`src/rtl/core/rpid_pkg.sv`:
```
// ============================================================================
// Rate PID package
// Field widths, register indexes, divider constants and shared types.
// ============================================================================
package rpid_pkg;

    localparam int NUM_AXES_MAX = 3;
    localparam int NUM_REGS     = 5;
    localparam int FIELD_W      = 16;
    localparam int REG_W        = NUM_AXES_MAX * FIELD_W;
    localparam int CFG_IDX_W    = 3;
    localparam int IN_DATA_W    = 10 * FIELD_W;
    localparam int IN_USER_W    = 7;
    localparam int OUT_DATA_W   = 2 * NUM_AXES_MAX * FIELD_W;
    localparam int MUL_A_W      = 34;
    localparam int MUL_B_W      = 18;
    localparam int PROD_W       = MUL_A_W + MUL_B_W;

    localparam logic [CFG_IDX_W-1:0] REG_PROP  = 3'd0;
    localparam logic [CFG_IDX_W-1:0] REG_INTEG = 3'd1;
    localparam logic [CFG_IDX_W-1:0] REG_DERIV = 3'd2;
    localparam logic [CFG_IDX_W-1:0] REG_FFWD  = 3'd3;
    localparam logic [CFG_IDX_W-1:0] REG_LIMIT = 3'd4;

    // Rate limit in Q5.10, its square, and floor(2^42 / square)
    localparam logic [16:0] RATE_LIM    = 17'd7149;
    localparam logic [25:0] RATE_LIM_SQ = 26'd51108201;
    localparam logic [16:0] RECIP_K     = 17'd86053;

    typedef struct packed {
        logic [FIELD_W-1:0] prop;
        logic [FIELD_W-1:0] integ;
        logic [FIELD_W-1:0] deriv;
        logic [FIELD_W-1:0] ffwd;
        logic [FIELD_W-1:0] limit;
    } t_gains;

    typedef struct packed {
        logic signed [MUL_A_W-1:0] a;
        logic signed [MUL_B_W-1:0] b;
    } t_mul_op;

    function automatic logic signed [FIELD_W-1:0] sat16(input logic signed [30:0] x);
        logic signed [FIELD_W-1:0] y;
        if (x > 31'sd32767) begin
            y = 16'sh7fff;
        end else if (x < -31'sd32768) begin
            y = 16'sh8000;
        end else begin
            y = x[FIELD_W-1:0];
        end
        return y;
    endfunction

endpackage

```
`src/rtl/core/rpid_cfg.sv`:
```
// ============================================================================
// Rate PID gain registers
// Five packed gain and limit registers with per-axis field select.
// ============================================================================
module rpid_cfg #(
    parameter int AXES = 3
) (
    input  logic                            i_clk,
    input  logic                            i_rst_n,
    input  logic                            i_wr_en,
    input  logic [rpid_pkg::CFG_IDX_W-1:0]  i_wr_index,
    input  logic [rpid_pkg::REG_W-1:0]      i_wr_data,
    input  logic [((AXES > 1) ? $clog2(AXES) : 1)-1:0] i_axis,
    output rpid_pkg::t_gains                o_gains
);
    import rpid_pkg::*;

    logic [REG_W-1:0] r_prop;
    logic [REG_W-1:0] r_integ;
    logic [REG_W-1:0] r_deriv;
    logic [REG_W-1:0] r_ffwd;
    logic [REG_W-1:0] r_limit;

    always_ff @(posedge i_clk) begin
        if (!i_rst_n) begin
            r_prop  <= '0;
            r_integ <= '0;
            r_deriv <= '0;
            r_ffwd  <= '0;
            r_limit <= '0;
        end else if (i_wr_en) begin
            unique case (i_wr_index)
                REG_PROP:  r_prop  <= i_wr_data;
                REG_INTEG: r_integ <= i_wr_data;
                REG_DERIV: r_deriv <= i_wr_data;
                REG_FFWD:  r_ffwd  <= i_wr_data;
                REG_LIMIT: r_limit <= i_wr_data;
                default: ;
            endcase
        end
    end

    always_comb begin
        o_gains.prop  = r_prop[FIELD_W*i_axis +: FIELD_W];
        o_gains.integ = r_integ[FIELD_W*i_axis +: FIELD_W];
        o_gains.deriv = r_deriv[FIELD_W*i_axis +: FIELD_W];
        o_gains.ffwd  = r_ffwd[FIELD_W*i_axis +: FIELD_W];
        o_gains.limit = r_limit[FIELD_W*i_axis +: FIELD_W];
    end

endmodule

```
`src/rtl/core/rpid_mul.sv`:
```
// ============================================================================
// Rate PID shared multiplier
// Signed 34x18 multiplier with a registered product.
// ============================================================================
module rpid_mul (
    input  logic                                    i_clk,
    input  rpid_pkg::t_mul_op                       i_op,
    output logic signed [rpid_pkg::PROD_W-1:0]      o_prod
);
    import rpid_pkg::*;

    logic signed [PROD_W-1:0] r_prod;

    always_ff @(posedge i_clk) begin
        r_prod <= i_op.a * i_op.b;
    end

    assign o_prod = r_prod;

endmodule

```
`src/rtl/core/three_axis_rate_pid_top.sv`:
```
// ============================================================================
// Three-axis rate PID
// PID with feedforward and integral anti-windup, one axis after another
// through a single shared multiplier.
// ============================================================================
// channel   direction  handshake                          payload
// s_axis    in         i_s_axis_tvalid / o_s_axis_tready  tdata 160b, tuser 7b
// m_axis    out        o_m_axis_tvalid / i_m_axis_tready  tdata 96b
// cfg       in         i_cfg_valid / o_cfg_ready          index 3b, data 48b
//
// From accept to result, one word passes through eleven steps per axis in
// the one registered 34x18 multiplier.
// Input ready is high only while no word is in work; a finished result waits
// in the output register while the next word is accepted.
// Reset clears the integrals, gains and handshake state; no clearing pass.
// ============================================================================
module three_axis_rate_pid_top #(
    parameter int AXES = 3
) (
    input  logic                              i_clk,
    input  logic                              i_rst_n,
    input  logic                              i_s_axis_tvalid,
    output logic                              o_s_axis_tready,
    // roll_rate, pitch_rate, yaw_rate, roll_target, pitch_target, yaw_target,
    // roll_accel, pitch_accel, yaw_accel, step_time
    input  logic [rpid_pkg::IN_DATA_W-1:0]    i_s_axis_tdata,
    // on_ground, limit_flags
    input  logic [rpid_pkg::IN_USER_W-1:0]    i_s_axis_tuser,
    output logic                              o_m_axis_tvalid,
    input  logic                              i_m_axis_tready,
    // roll_drive, pitch_drive, yaw_drive, roll_integral, pitch_integral,
    // yaw_integral
    output logic [rpid_pkg::OUT_DATA_W-1:0]   o_m_axis_tdata,
    input  logic                              i_cfg_valid,
    output logic                              o_cfg_ready,
    input  logic [rpid_pkg::CFG_IDX_W-1:0]    i_cfg_index,
    input  logic [rpid_pkg::REG_W-1:0]        i_cfg_data
);
    import rpid_pkg::*;

    localparam int AXW = (AXES > 1) ? $clog2(AXES) : 1;
    localparam logic [AXW-1:0] LAST_AXIS = AXW'(AXES - 1);
    localparam int ACC_W = 36;

    localparam logic [1:0] ST_IDLE = 2'd0;
    localparam logic [1:0] ST_RUN  = 2'd1;
    localparam logic [1:0] ST_WAIT = 2'd2;

    localparam logic [3:0] SP_LOAD   = 4'd0;
    localparam logic [3:0] SP_PROP   = 4'd1;
    localparam logic [3:0] SP_DERIV  = 4'd2;
    localparam logic [3:0] SP_SQUARE = 4'd3;
    localparam logic [3:0] SP_RECIP  = 4'd4;
    localparam logic [3:0] SP_BACK   = 4'd5;
    localparam logic [3:0] SP_CORR   = 4'd6;
    localparam logic [3:0] SP_SCALE  = 4'd7;
    localparam logic [3:0] SP_STEP   = 4'd8;
    localparam logic [3:0] SP_SUM    = 4'd9;
    localparam logic [3:0] SP_CLAMP  = 4'd10;

    localparam logic signed [PROD_W-1:0] ROUND_INC = 52'sd1048576;

    logic [1:0]               r_state;
    logic [3:0]               r_step;
    logic [AXW-1:0]           r_axis;
    logic                     r_out_valid;
    logic [OUT_DATA_W-1:0]    r_out_data;
    logic signed [FIELD_W-1:0] r_integ [AXES];

    logic [IN_DATA_W-1:0]     r_in_data;
    logic                     r_grounded;
    logic [5:0]               r_flags;

    logic signed [16:0]       r_err;
    logic signed [16:0]       r_e;
    logic [12:0]              r_eabs;
    logic                     r_big;
    logic signed [ACC_W-1:0]  r_acc;
    logic [25:0]              r_e2;
    logic [15:0]              r_q0;
    logic [16:0]              r_q;
    logic signed [32:0]       r_ie;
    logic signed [30:0]       r_nv;
    logic signed [FIELD_W-1:0] r_wdrv [AXES];
    logic signed [FIELD_W-1:0] r_wint [AXES];

    t_gains                   w_gains;
    t_mul_op                  w_op;
    logic signed [PROD_W-1:0] w_prod;

    logic                     w_in_acc;
    logic                     w_out_free;
    logic                     w_last;
    logic signed [FIELD_W-1:0] w_rate;
    logic signed [FIELD_W-1:0] w_target;
    logic signed [FIELD_W-1:0] w_accel;
    logic [FIELD_W-1:0]       w_dt;
    logic signed [FIELD_W-1:0] w_integ;
    logic                     w_pos_sat;
    logic                     w_neg_sat;
    logic signed [16:0]       w_err;
    logic signed [16:0]       w_elim;
    logic [16:0]              w_mag;
    logic signed [ACC_W-1:0]  w_round;
    logic [41:0]              w_rem;
    logic [16:0]              w_f;
    logic signed [PROD_W-1:0] w_sum;
    logic signed [30:0]       w_lim;
    logic signed [30:0]       w_clamp;
    logic signed [FIELD_W-1:0] w_new_integ;
    logic [OUT_DATA_W-1:0]    w_result;

    rpid_cfg #(
        .AXES (AXES)
    ) u_cfg (
        .i_clk      (i_clk),
        .i_rst_n    (i_rst_n),
        .i_wr_en    (i_cfg_valid),
        .i_wr_index (i_cfg_index),
        .i_wr_data  (i_cfg_data),
        .i_axis     (r_axis),
        .o_gains    (w_gains)
    );

    rpid_mul u_mul (
        .i_clk  (i_clk),
        .i_op   (w_op),
        .o_prod (w_prod)
    );

    assign o_cfg_ready     = 1'b1;
    assign o_s_axis_tready = (r_state == ST_IDLE);
    assign o_m_axis_tvalid = r_out_valid;
    assign o_m_axis_tdata  = r_out_data;

    assign w_in_acc   = i_s_axis_tvalid && o_s_axis_tready;
    assign w_out_free = !r_out_valid || i_m_axis_tready;
    assign w_last     = (r_axis == LAST_AXIS);

    assign w_rate    = $signed(r_in_data[FIELD_W*r_axis +: FIELD_W]);
    assign w_target  = $signed(r_in_data[FIELD_W*(NUM_AXES_MAX + r_axis) +: FIELD_W]);
    assign w_accel   = $signed(r_in_data[FIELD_W*(2*NUM_AXES_MAX + r_axis) +: FIELD_W]);
    assign w_dt      = r_in_data[IN_DATA_W-1 -: FIELD_W];
    assign w_integ   = r_integ[r_axis];
    assign w_pos_sat = r_flags[r_axis];
    assign w_neg_sat = r_flags[NUM_AXES_MAX + r_axis];

    always_comb begin
        w_err  = 17'(w_target) - 17'(w_rate);
        w_elim = w_err;
        if (w_pos_sat && (w_err > 17'sd0)) begin
            w_elim = '0;
        end
        if (w_neg_sat && (w_err < 17'sd0)) begin
            w_elim = '0;
        end
    end

    assign w_mag   = r_e[16] ? 17'(-r_e) : 17'(r_e);
    assign w_round = r_acc + 36'sd16;
    assign w_rem   = {r_e2, 16'd0} - w_prod[41:0];
    assign w_f     = r_big ? 17'd0 : (17'h10000 - r_q);
    assign w_sum   = w_prod + (PROD_W'(w_integ) <<< 21) + ROUND_INC;
    assign w_lim   = $signed({15'd0, w_gains.limit});

    always_comb begin
        if (r_nv > w_lim) begin
            w_clamp = w_lim;
        end else if (r_nv < -w_lim) begin
            w_clamp = -w_lim;
        end else begin
            w_clamp = r_nv;
        end
        w_new_integ = r_grounded ? w_integ : sat16(w_clamp);
    end

    always_comb begin
        w_op.a = '0;
        w_op.b = '0;
        case (r_step)
            SP_LOAD: begin
                w_op.a = MUL_A_W'(w_target);
                w_op.b = {2'b00, w_gains.ffwd};
            end
            SP_PROP: begin
                w_op.a = MUL_A_W'(r_err);
                w_op.b = {2'b00, w_gains.prop};
            end
            SP_DERIV: begin
                w_op.a = MUL_A_W'(w_accel);
                w_op.b = {2'b00, w_gains.deriv};
            end
            SP_SQUARE: begin
                w_op.a = {21'd0, r_eabs};
                w_op.b = {5'd0, r_eabs};
            end
            SP_RECIP: begin
                w_op.a = {8'd0, w_prod[25:0]};
                w_op.b = {1'b0, RECIP_K};
            end
            SP_BACK: begin
                w_op.a = {8'd0, RATE_LIM_SQ};
                w_op.b = {2'b00, w_prod[41:26]};
            end
            SP_CORR: begin
                w_op.a = MUL_A_W'(r_e);
                w_op.b = {2'b00, w_gains.integ};
            end
            SP_SCALE: begin
                w_op.a = {17'd0, w_f};
                w_op.b = {2'b00, w_dt};
            end
            SP_STEP: begin
                w_op.a = MUL_A_W'(r_ie);
                w_op.b = {2'b00, w_prod[31:16]};
            end
            default: ;
        endcase
    end

    generate
        for (genvar gi = 0; gi < NUM_AXES_MAX; gi++) begin : g_res
            if (gi < AXES) begin : g_on
                assign w_result[FIELD_W*gi +: FIELD_W] = r_wdrv[gi];
                assign w_result[FIELD_W*(NUM_AXES_MAX + gi) +: FIELD_W] = r_wint[gi];
            end else begin : g_off
                assign w_result[FIELD_W*gi +: FIELD_W] = '0;
                assign w_result[FIELD_W*(NUM_AXES_MAX + gi) +: FIELD_W] = '0;
            end
        end
    endgenerate

    always_ff @(posedge i_clk) begin
        if (!i_rst_n) begin
            r_out_valid <= 1'b0;
        end else if ((r_state == ST_WAIT) && w_out_free) begin
            r_out_valid <= 1'b1;
        end else if (i_m_axis_tready) begin
            r_out_valid <= 1'b0;
        end
    end

    always_ff @(posedge i_clk) begin
        if (!i_rst_n) begin
            r_state     <= ST_IDLE;
            r_step      <= SP_LOAD;
            r_axis      <= '0;
            for (int i = 0; i < AXES; i++) begin
                r_integ[i] <= '0;
            end
        end else begin
            unique case (r_state)
                ST_IDLE: begin
                    if (w_in_acc) begin
                        r_state <= ST_RUN;
                        r_step  <= SP_LOAD;
                        r_axis  <= '0;
                    end
                end
                ST_RUN: begin
                    if (r_step == SP_CLAMP) begin
                        r_integ[r_axis] <= w_new_integ;
                        r_step          <= SP_LOAD;
                        if (w_last) begin
                            r_state <= ST_WAIT;
                        end else begin
                            r_axis <= r_axis + 1'b1;
                        end
                    end else begin
                        r_step <= r_step + 4'd1;
                    end
                end
                ST_WAIT: begin
                    if (w_out_free) begin
                        r_state <= ST_IDLE;
                    end
                end
                default: r_state <= ST_IDLE;
            endcase
        end
    end

    always_ff @(posedge i_clk) begin
        if (w_in_acc) begin
            r_in_data  <= i_s_axis_tdata;
            r_grounded <= i_s_axis_tuser[0];
            r_flags    <= i_s_axis_tuser[6:1];
        end
        if (w_out_free && (r_state == ST_WAIT)) begin
            r_out_data <= w_result;
        end
        if (r_state == ST_RUN) begin
            case (r_step)
                SP_LOAD: begin
                    r_err <= w_err;
                    r_e   <= w_elim;
                    r_acc <= $signed({{(ACC_W-21){w_integ[FIELD_W-1]}}, w_integ, 5'd0});
                end
                SP_PROP: begin
                    r_eabs <= w_mag[12:0];
                    r_big  <= (w_mag >= RATE_LIM);
                    r_acc  <= r_acc + ACC_W'(w_prod);
                end
                SP_DERIV: begin
                    r_acc <= r_acc + ACC_W'(w_prod);
                end
                SP_SQUARE: begin
                    r_acc <= r_acc - ACC_W'(w_prod);
                end
                SP_RECIP: begin
                    r_e2           <= w_prod[25:0];
                    r_wdrv[r_axis] <= sat16(w_round[ACC_W-1:5]);
                end
                SP_BACK: begin
                    r_q0 <= w_prod[41:26];
                end
                SP_CORR: begin
                    r_q <= {1'b0, r_q0} + 17'(w_rem >= {16'd0, RATE_LIM_SQ});
                end
                SP_SCALE: begin
                    r_ie <= w_prod[32:0];
                end
                SP_SUM: begin
                    r_nv <= $signed(w_sum[PROD_W-1:21]);
                end
                SP_CLAMP: begin
                    r_wint[r_axis] <= w_new_integ;
                end
                default: ;
            endcase
        end
    end

endmodule

```
`config.mk`:
```
export PLATFORM = sky130hd
export DESIGN_NAME = three_axis_rate_pid_top
export DESIGN_NICKNAME = d
export VERILOG_FILES = /design/src/rtl/core/rpid_pkg.sv /design/src/rtl/core/rpid_cfg.sv /design/src/rtl/core/rpid_mul.sv /design/src/rtl/core/three_axis_rate_pid_top.sv
export SDC_FILE = /design/constraint.sdc
export NUM_CORES = 2
export LEC_CHECK = 0
export CAP_MARGIN = 15
export CELL_PAD_IN_SITES_DETAIL_PLACEMENT = 1
export CELL_PAD_IN_SITES_GLOBAL_PLACEMENT = 1
export CORE_UTILIZATION = 50
export DETAILED_ROUTE_END_ITERATION = 16
export DONT_BUFFER_PORTS = 1
export PLACE_DENSITY = 0.83
export SETUP_SLACK_MARGIN = 0.5
export SLEW_MARGIN = 20
export SYNTH_ARGS = -nofsm -noshare
export SYNTH_HDL_FRONTEND = slang
export SYNTH_SLANG_ARGS = --single-unit
```
`constraint.sdc`:
```
create_clock -name i_clk -period 9.3 [get_ports i_clk]
set_clock_uncertainty 0.2 [all_clocks]
set_input_delay 0.465 -clock i_clk [delete_from_list [all_inputs] [get_ports i_clk]]
set_output_delay 0.465 -clock i_clk [all_outputs]
set_load 0.01 [all_outputs]
```
==> flow_summary.rst, run 1 <==
.. list-table::
   :header-rows: 1

   * - Metric
     - Value
   * - Height of the die
     - 360.1 microns
   * - Type of pin the worst path ends at
     - register input
   * - Synthesized area per cell
     - 10.31 sq um
   * - Netlist area before placement
     - 0.06412 sq mm
   * - Number of buffers inserted during clock tree synthesis
     - 98
   * - Endpoint with the least setup slack after the last repair
     - u_mul.o_prod[49]$_DFF_P_/D
   * - Die Width
     - 360.1 microns
   * - Outcome
     - stopped before the end
   * - Number of flip-flops and latches in the synthesized netlist
     - 933
   * - Top flip-flop cell by instance count after synthesis
     - sky130_fd_sc_hd__edfxtp_1
   * - Maximum number of pins on one net before global-route repair
     - 244
   * - Clk Tree Root Cell
     - sky130_fd_sc_hd__clkbuf_16
   * - Number of placement rows
     - 131
   * - Antenna violations before repair
     - 94
   * - GRT Residual Overflow
     - 146
   * - GPL Wtd Cong
     - 0.9857
   * - Yosys warning count
     - 0
   * - Post-synthesis instance total
     - 6222
   * - Total track usage
     - 0.5815
   * - Failing step
     - global routing
   * - Worst slack at placement
     - 0.1772 ns
   * - Netlist cell types
     - 99
   * - Fraction of registers with async set or reset after synthesis
     - 0
   * - Number of flops mapped to enable cells by yosys
     - 630
   * - Clock Path Buffers
     - 3
   * - I/O pin count
     - 322
   * - CTS H-tree depth
     - 3
   * - Starting utilization of the core area
     - 0.5035
   * - Placement-stage cell area
     - 0.06710 sq mm
   * - Clock sink count
     - 933
   * - Sequential fraction of the synthesis area
     - 0.3897
   * - Number of port buffers
     - 0
   * - Half-perimeter wire length of the detailed placement result
     - 172.8 mm
   * - Log Error
     - [ERROR GRT-0232] Routing congestion too high. Check the congestion heatmap in the GUI.
[cell families after synthesis]
kind of cell               count (synthesis)  synth area share
AOI/OAI and AO/OA                       1196            0.1277
xor gates and xnor gates                 227           0.03101
adders and majority gates                829            0.2253
buffers and inverters                   1012           0.06065
DFF                                      933            0.3897
muxes                                    153           0.03891
other                                      2         0.0001171
and+or+nand+nor                         1870            0.1266
[what timing repair did]
item,CTS
buffers inserted,12
gates resized for setup,45
hold buffers,226
gates cloned,2
endpoints found under the setup margin,15
pin swaps,13
hold endpoints to repair,414
[cells in the mapped netlist (all sizes together), types with 23 or more instances]
| library cell | n | share of area |
|---|---|---|
| a211oi | 40 | 0.0049 |
| nor3 | 56 | 0.0046 |
| o21bai | 23 | 0.0027 |
| nor4 | 38 | 0.0044 |
| and2 | 33 | 0.0032 |
| o31ai | 23 | 0.0028 |
| nor2b | 27 | 0.0028 |
| nand2b | 45 | 0.0044 |
| o21ai | 187 | 0.015 |
| a21o | 72 | 0.0084 |
| clkbuf | 218 | 0.013 |
| edfxtp | 630 | 0.30 |
| xor2 | 69 | 0.0094 |
| o22ai | 23 | 0.0022 |
| a21oi | 269 | 0.021 |
| a221oi | 28 | 0.0038 |
| a222oi | 26 | 0.0041 |
| dfxtp | 303 | 0.095 |
| mux4 | 66 | 0.023 |
| buf | 62 | 0.0050 |
| mux2i | 73 | 0.013 |
| fa | 543 | 0.17 |
| and3 | 37 | 0.0036 |
| a21boi | 265 | 0.031 |
| xnor2 | 158 | 0.022 |
| o211ai | 28 | 0.0033 |
| nand4 | 33 | 0.0035 |
| nand2 | 1017 | 0.060 |
| a22oi | 31 | 0.0038 |
| nand3 | 73 | 0.0057 |
| ha | 286 | 0.056 |
| inv | 731 | 0.043 |
| nor2 | 429 | 0.025 |
| o21a | 26 | 0.0030 |
[layer usage]
metal,GRT overflow,global-route usage
met1,8,0.5953
met2,68,0.7428
met3,11,0.4528
met4,58,0.4655
met5,1,0.3178
[per-stage QoR]
step / std cells / hold slack [ns]
after CTS: 8261 / 0.01423
after detailed placement: 7837 / 0.2063
after global placement: 7837 / 0.2002
after floorplan: 6229 / 0.2003
==> run 2: changes to the inputs <==
CELL_PAD_IN_SITES_DETAIL_PLACEMENT = not set   (was 1)
CELL_PAD_IN_SITES_GLOBAL_PLACEMENT = not set   (was 1)
CORE_UTILIZATION = 35   (was 50)
PLACE_DENSITY = not set   (was 0.83)
PLACE_DENSITY_LB_ADDON = 0.15   (was not set)
SETUP_SLACK_MARGIN = not set   (was 0.5)
==> run 2 against run 1 <==
Against the previous run: the run now ends clean; synthesized cell count unchanged; area after synthesis unchanged.
==> flow_summary.rst, run 2 <==
.. list-table::
   :header-rows: 1

   * - Metric
     - Value
   * - Synthesized area per cell
     - 10.31 sq um
   * - Final hold violations
     - 0
   * - PwrDens
     - 188.1 mW/mm^2
   * - Number of nets with antenna violations after detailed routing
     - 0
   * - Finished Core Util
     - 0.4075
   * - Buf+Inv Stages, Crit Path
     - 7
   * - Antenna violations before repair
     - 21
   * - Number of placement rows
     - 156
   * - Worst slew margin relative to its limit
     - 0.2271
   * - Yosys warning count
     - 0
   * - Sequential fraction of the synthesis area
     - 0.3897
   * - Minimum hold slack
     - 0.02208 ns
   * - Via count of the first global-routing pass
     - 48190
   * - Post-synthesis instance total
     - 6222
   * - Netlist cell types
     - 99
   * - Synthesis-to-layout area growth
     - 15.25%
   * - Via count
     - 47740
   * - Outcome
     - completed
   * - Starting utilization of the core area
     - 0.3536
   * - Die Width
     - 430.0 microns
   * - Netlist area before placement
     - 0.06412 sq mm
   * - Drt initial violations
     - 3891
   * - Commonest non-fill, non-tap cells in the layout
     - sky130_fd_sc_hd__nand2_1 (1016), sky130_fd_sc_hd__inv_1 (729), sky130_fd_sc_hd__edfxtp_1 (630)
   * - Slew at the pin closest to its max-slew limit
     - 1.159 ns
   * - Post-CTS clock slew at the launch and capture registers of the worst setup and hold paths
     - 0.06 ns
   * - Leakage
     - 29.29 nW
   * - Placeable core area
     - 0.1813 sq mm
   * - TritonCTS clock tree
     - yes
   * - Clock Path Buffers
     - 3
   * - Clock sink count
     - 933
   * - Total area of multi-input combinational cells
     - 0.03556 sq mm
   * - Worst min path class
     - in -> reg
   * - Largest reg by FF count
     - r_in_data
   * - GPL Wtd Cong
     - 0.9305
   * - Clk Tree Root Cell
     - sky130_fd_sc_hd__clkbuf_16
   * - Ratio of final minimum period to clock period
     - 0.9686
   * - Fraction of registers with async set or reset after synthesis
     - 0
   * - FF/Latch Area
     - 0.02499 sq mm
   * - Layout fillers
     - 17680
   * - Max IR drop VDD
     - 154.7 uV
   * - Most frequent cell after synthesis
     - sky130_fd_sc_hd__nand2_1
   * - # Max-Cap Violations
     - 0
   * - Crit path capture type
     - flip-flop
   * - Die area
     - 0.1849 sq mm
   * - DRC viols
     - 0
   * - Post-synth top cells
     - sky130_fd_sc_hd__nand2_1 (1017), sky130_fd_sc_hd__inv_1 (729), sky130_fd_sc_hd__edfxtp_1 (630)
   * - CTS H-tree depth
     - 3
   * - Pre-Repair DR Iteration Count
     - 6
   * - Wire length of the first global-routing pass
     - 325.9 mm
   * - Ratio of cells with drive above 1 in the final layout
     - 0.08788
   * - Area fraction of the dominant cell type after synthesis
     - 0.2951
   * - Slowest CP cell
     - sky130_fd_sc_hd__fa_1
   * - Maximum number of pins on one net before global-route repair
     - 245
   * - Number of flops mapped to enable cells by yosys
     - 630
   * - Number of port buffers
     - 0
   * - Number of buffers inserted during clock tree synthesis
     - 100
   * - Height of the die
     - 430.0 microns
   * - Half-perimeter wire length of the detailed placement result
     - 169.6 mm
   * - Max-slew violation count
     - 0
   * - Highest cell delay on the worst timing path
     - 0.55 ns
   * - WS Path Type
     - reg -> reg
   * - Startpoint class of the critical path
     - flip-flop
   * - Max FO, Critical Path
     - 6
   * - Most common cell after layout, fill and taps aside
     - sky130_fd_sc_hd__nand2_1
   * - Avg Vias per Cell
     - 5.315
   * - Cell family with the largest share of critical-path delay
     - adder cells
   * - Time the worst path needs with I/O delays and setup
     - 9.008 ns
   * - Total power consumption of the routed design
     - 13.90 mW
   * - Clock latency of the later-clocked register in the worst-skew pair
     - 0.74 ns
   * - Final layout net count
     - 7570
   * - Top flip-flop cell by instance count after synthesis
     - sky130_fd_sc_hd__edfxtp_1
   * - Top cell type by total area after synthesis
     - sky130_fd_sc_hd__edfxtp_1
   * - Number of flip-flops under the largest register name
     - 160
   * - Required time of the worst setup path
     - 9.76 ns
   * - Arrival time worst endpoint
     - 9.47 ns
   * - Wire length per cell
     - 24.55 microns
   * - Cell seen most often among critical-path stages
     - sky130_fd_sc_hd__fa_1
   * - Wire length reported by the detailed router
     - 220.5 mm
   * - Total track usage
     - 0.2369
   * - GRT Residual Overflow
     - 0
   * - Maximum operating frequency
     - 111.0 MHz
   * - I/O pin count
     - 322
   * - Area contributors post-synth
     - sky130_fd_sc_hd__edfxtp_1 (30%), sky130_fd_sc_hd__fa_1 (17%), sky130_fd_sc_hd__dfxtp_1 (9.5%)
   * - Number of flip-flops and latches in the synthesized netlist
     - 933
   * - Total setup violations reported at the end of the flow
     - 0
## run 2: cell counts after synthesis
No cell type changed its count.
## run 2: kinds of logic (layout without fill, tap and decap cells)
kind of cell	count (synthesis)	in the layout	synth area share
AOI/OAI and AO/OA	1196	1196	0.1277
xor gates and xnor gates	227	227	0.03101
adders and majority gates	829	829	0.2253
buffers and inverters	1012	1383	0.06065
DFF	933	933	0.3897
muxes	153	153	0.03891
other	2	20	0.0001171
and+or+nand+nor	1870	1870	0.1266
## run 2: per-stage QoR
step	TNS, ns	instance area [sq um]	setup slack (ns)	cells
final	0	73900	0.2920	8981
after global routing	-0.03287	73890	-0.03287	8980
after CTS	0	73770	0.2080	8968
after detailed placement	0	68180	0.2425	8557
after global placement	0	68170	0.2856	8557
after floorplan	0	64140	0.7506	6229
## run 2: timing repair
action,in CTS,in global routing
resized for setup,0,20
endpoints found under the hold margin,443,0
setup buffers,0,1
endpoints found under the setup margin,0,10
hold buffers,227,0
## run 2: layout make-up
type	count	share of cell area
multi-input cells	4284	0.4812
flip-flops and latches	933	0.3382
repair buffers	467	0.05826
well taps	2370	0.04013
clock buffers	142	0.03833
inverters	732	0.03718
clock inverters	42	0.006349
diodes	11	0.0003725
## run 2: worst register-to-register path: cells and delay by family, from the launching register on
family	cells	cell delay (ns)
compound gates	8	1.78
fa+ha+maj	8	3.59
buf+inv	7	0.67
xor+xnor	1	0.13
flops	1	0.41
simple gates	8	2.15
## run 2: report_power, final
part	switching (mW)	total [mW]	internal (mW)
registers	0.262	5.02	4.76
logic	2.95	4.79	1.84
clock network	1.75	4.09	2.34
## run 2: worst paths after layout
check / start / end / slack [ns] / cells after the start
min reg2reg: r_wdrv[1][6] / o_m_axis_tdata[22] / 0.22 / 0
min: i_rst_n / r_step[2] / 0.02 / 2
max reg2reg: r_q[1] / u_mul.o_prod[51] / 0.29 / 32
max: r_q[1] / u_mul.o_prod[51] / 0.29 / 32
## run 2: metal layers
layer,part of all wire,GRT usage,up-vias
met5,0.00018,0,-
met1,0.44,0.3182,24090
met3,0.055,0.03182,287
met4,0.033,0.07512,6
met2,0.47,0.3943,1530
li1,-,-,21820
Note: power is estimated with default switching activity, not from simulation.
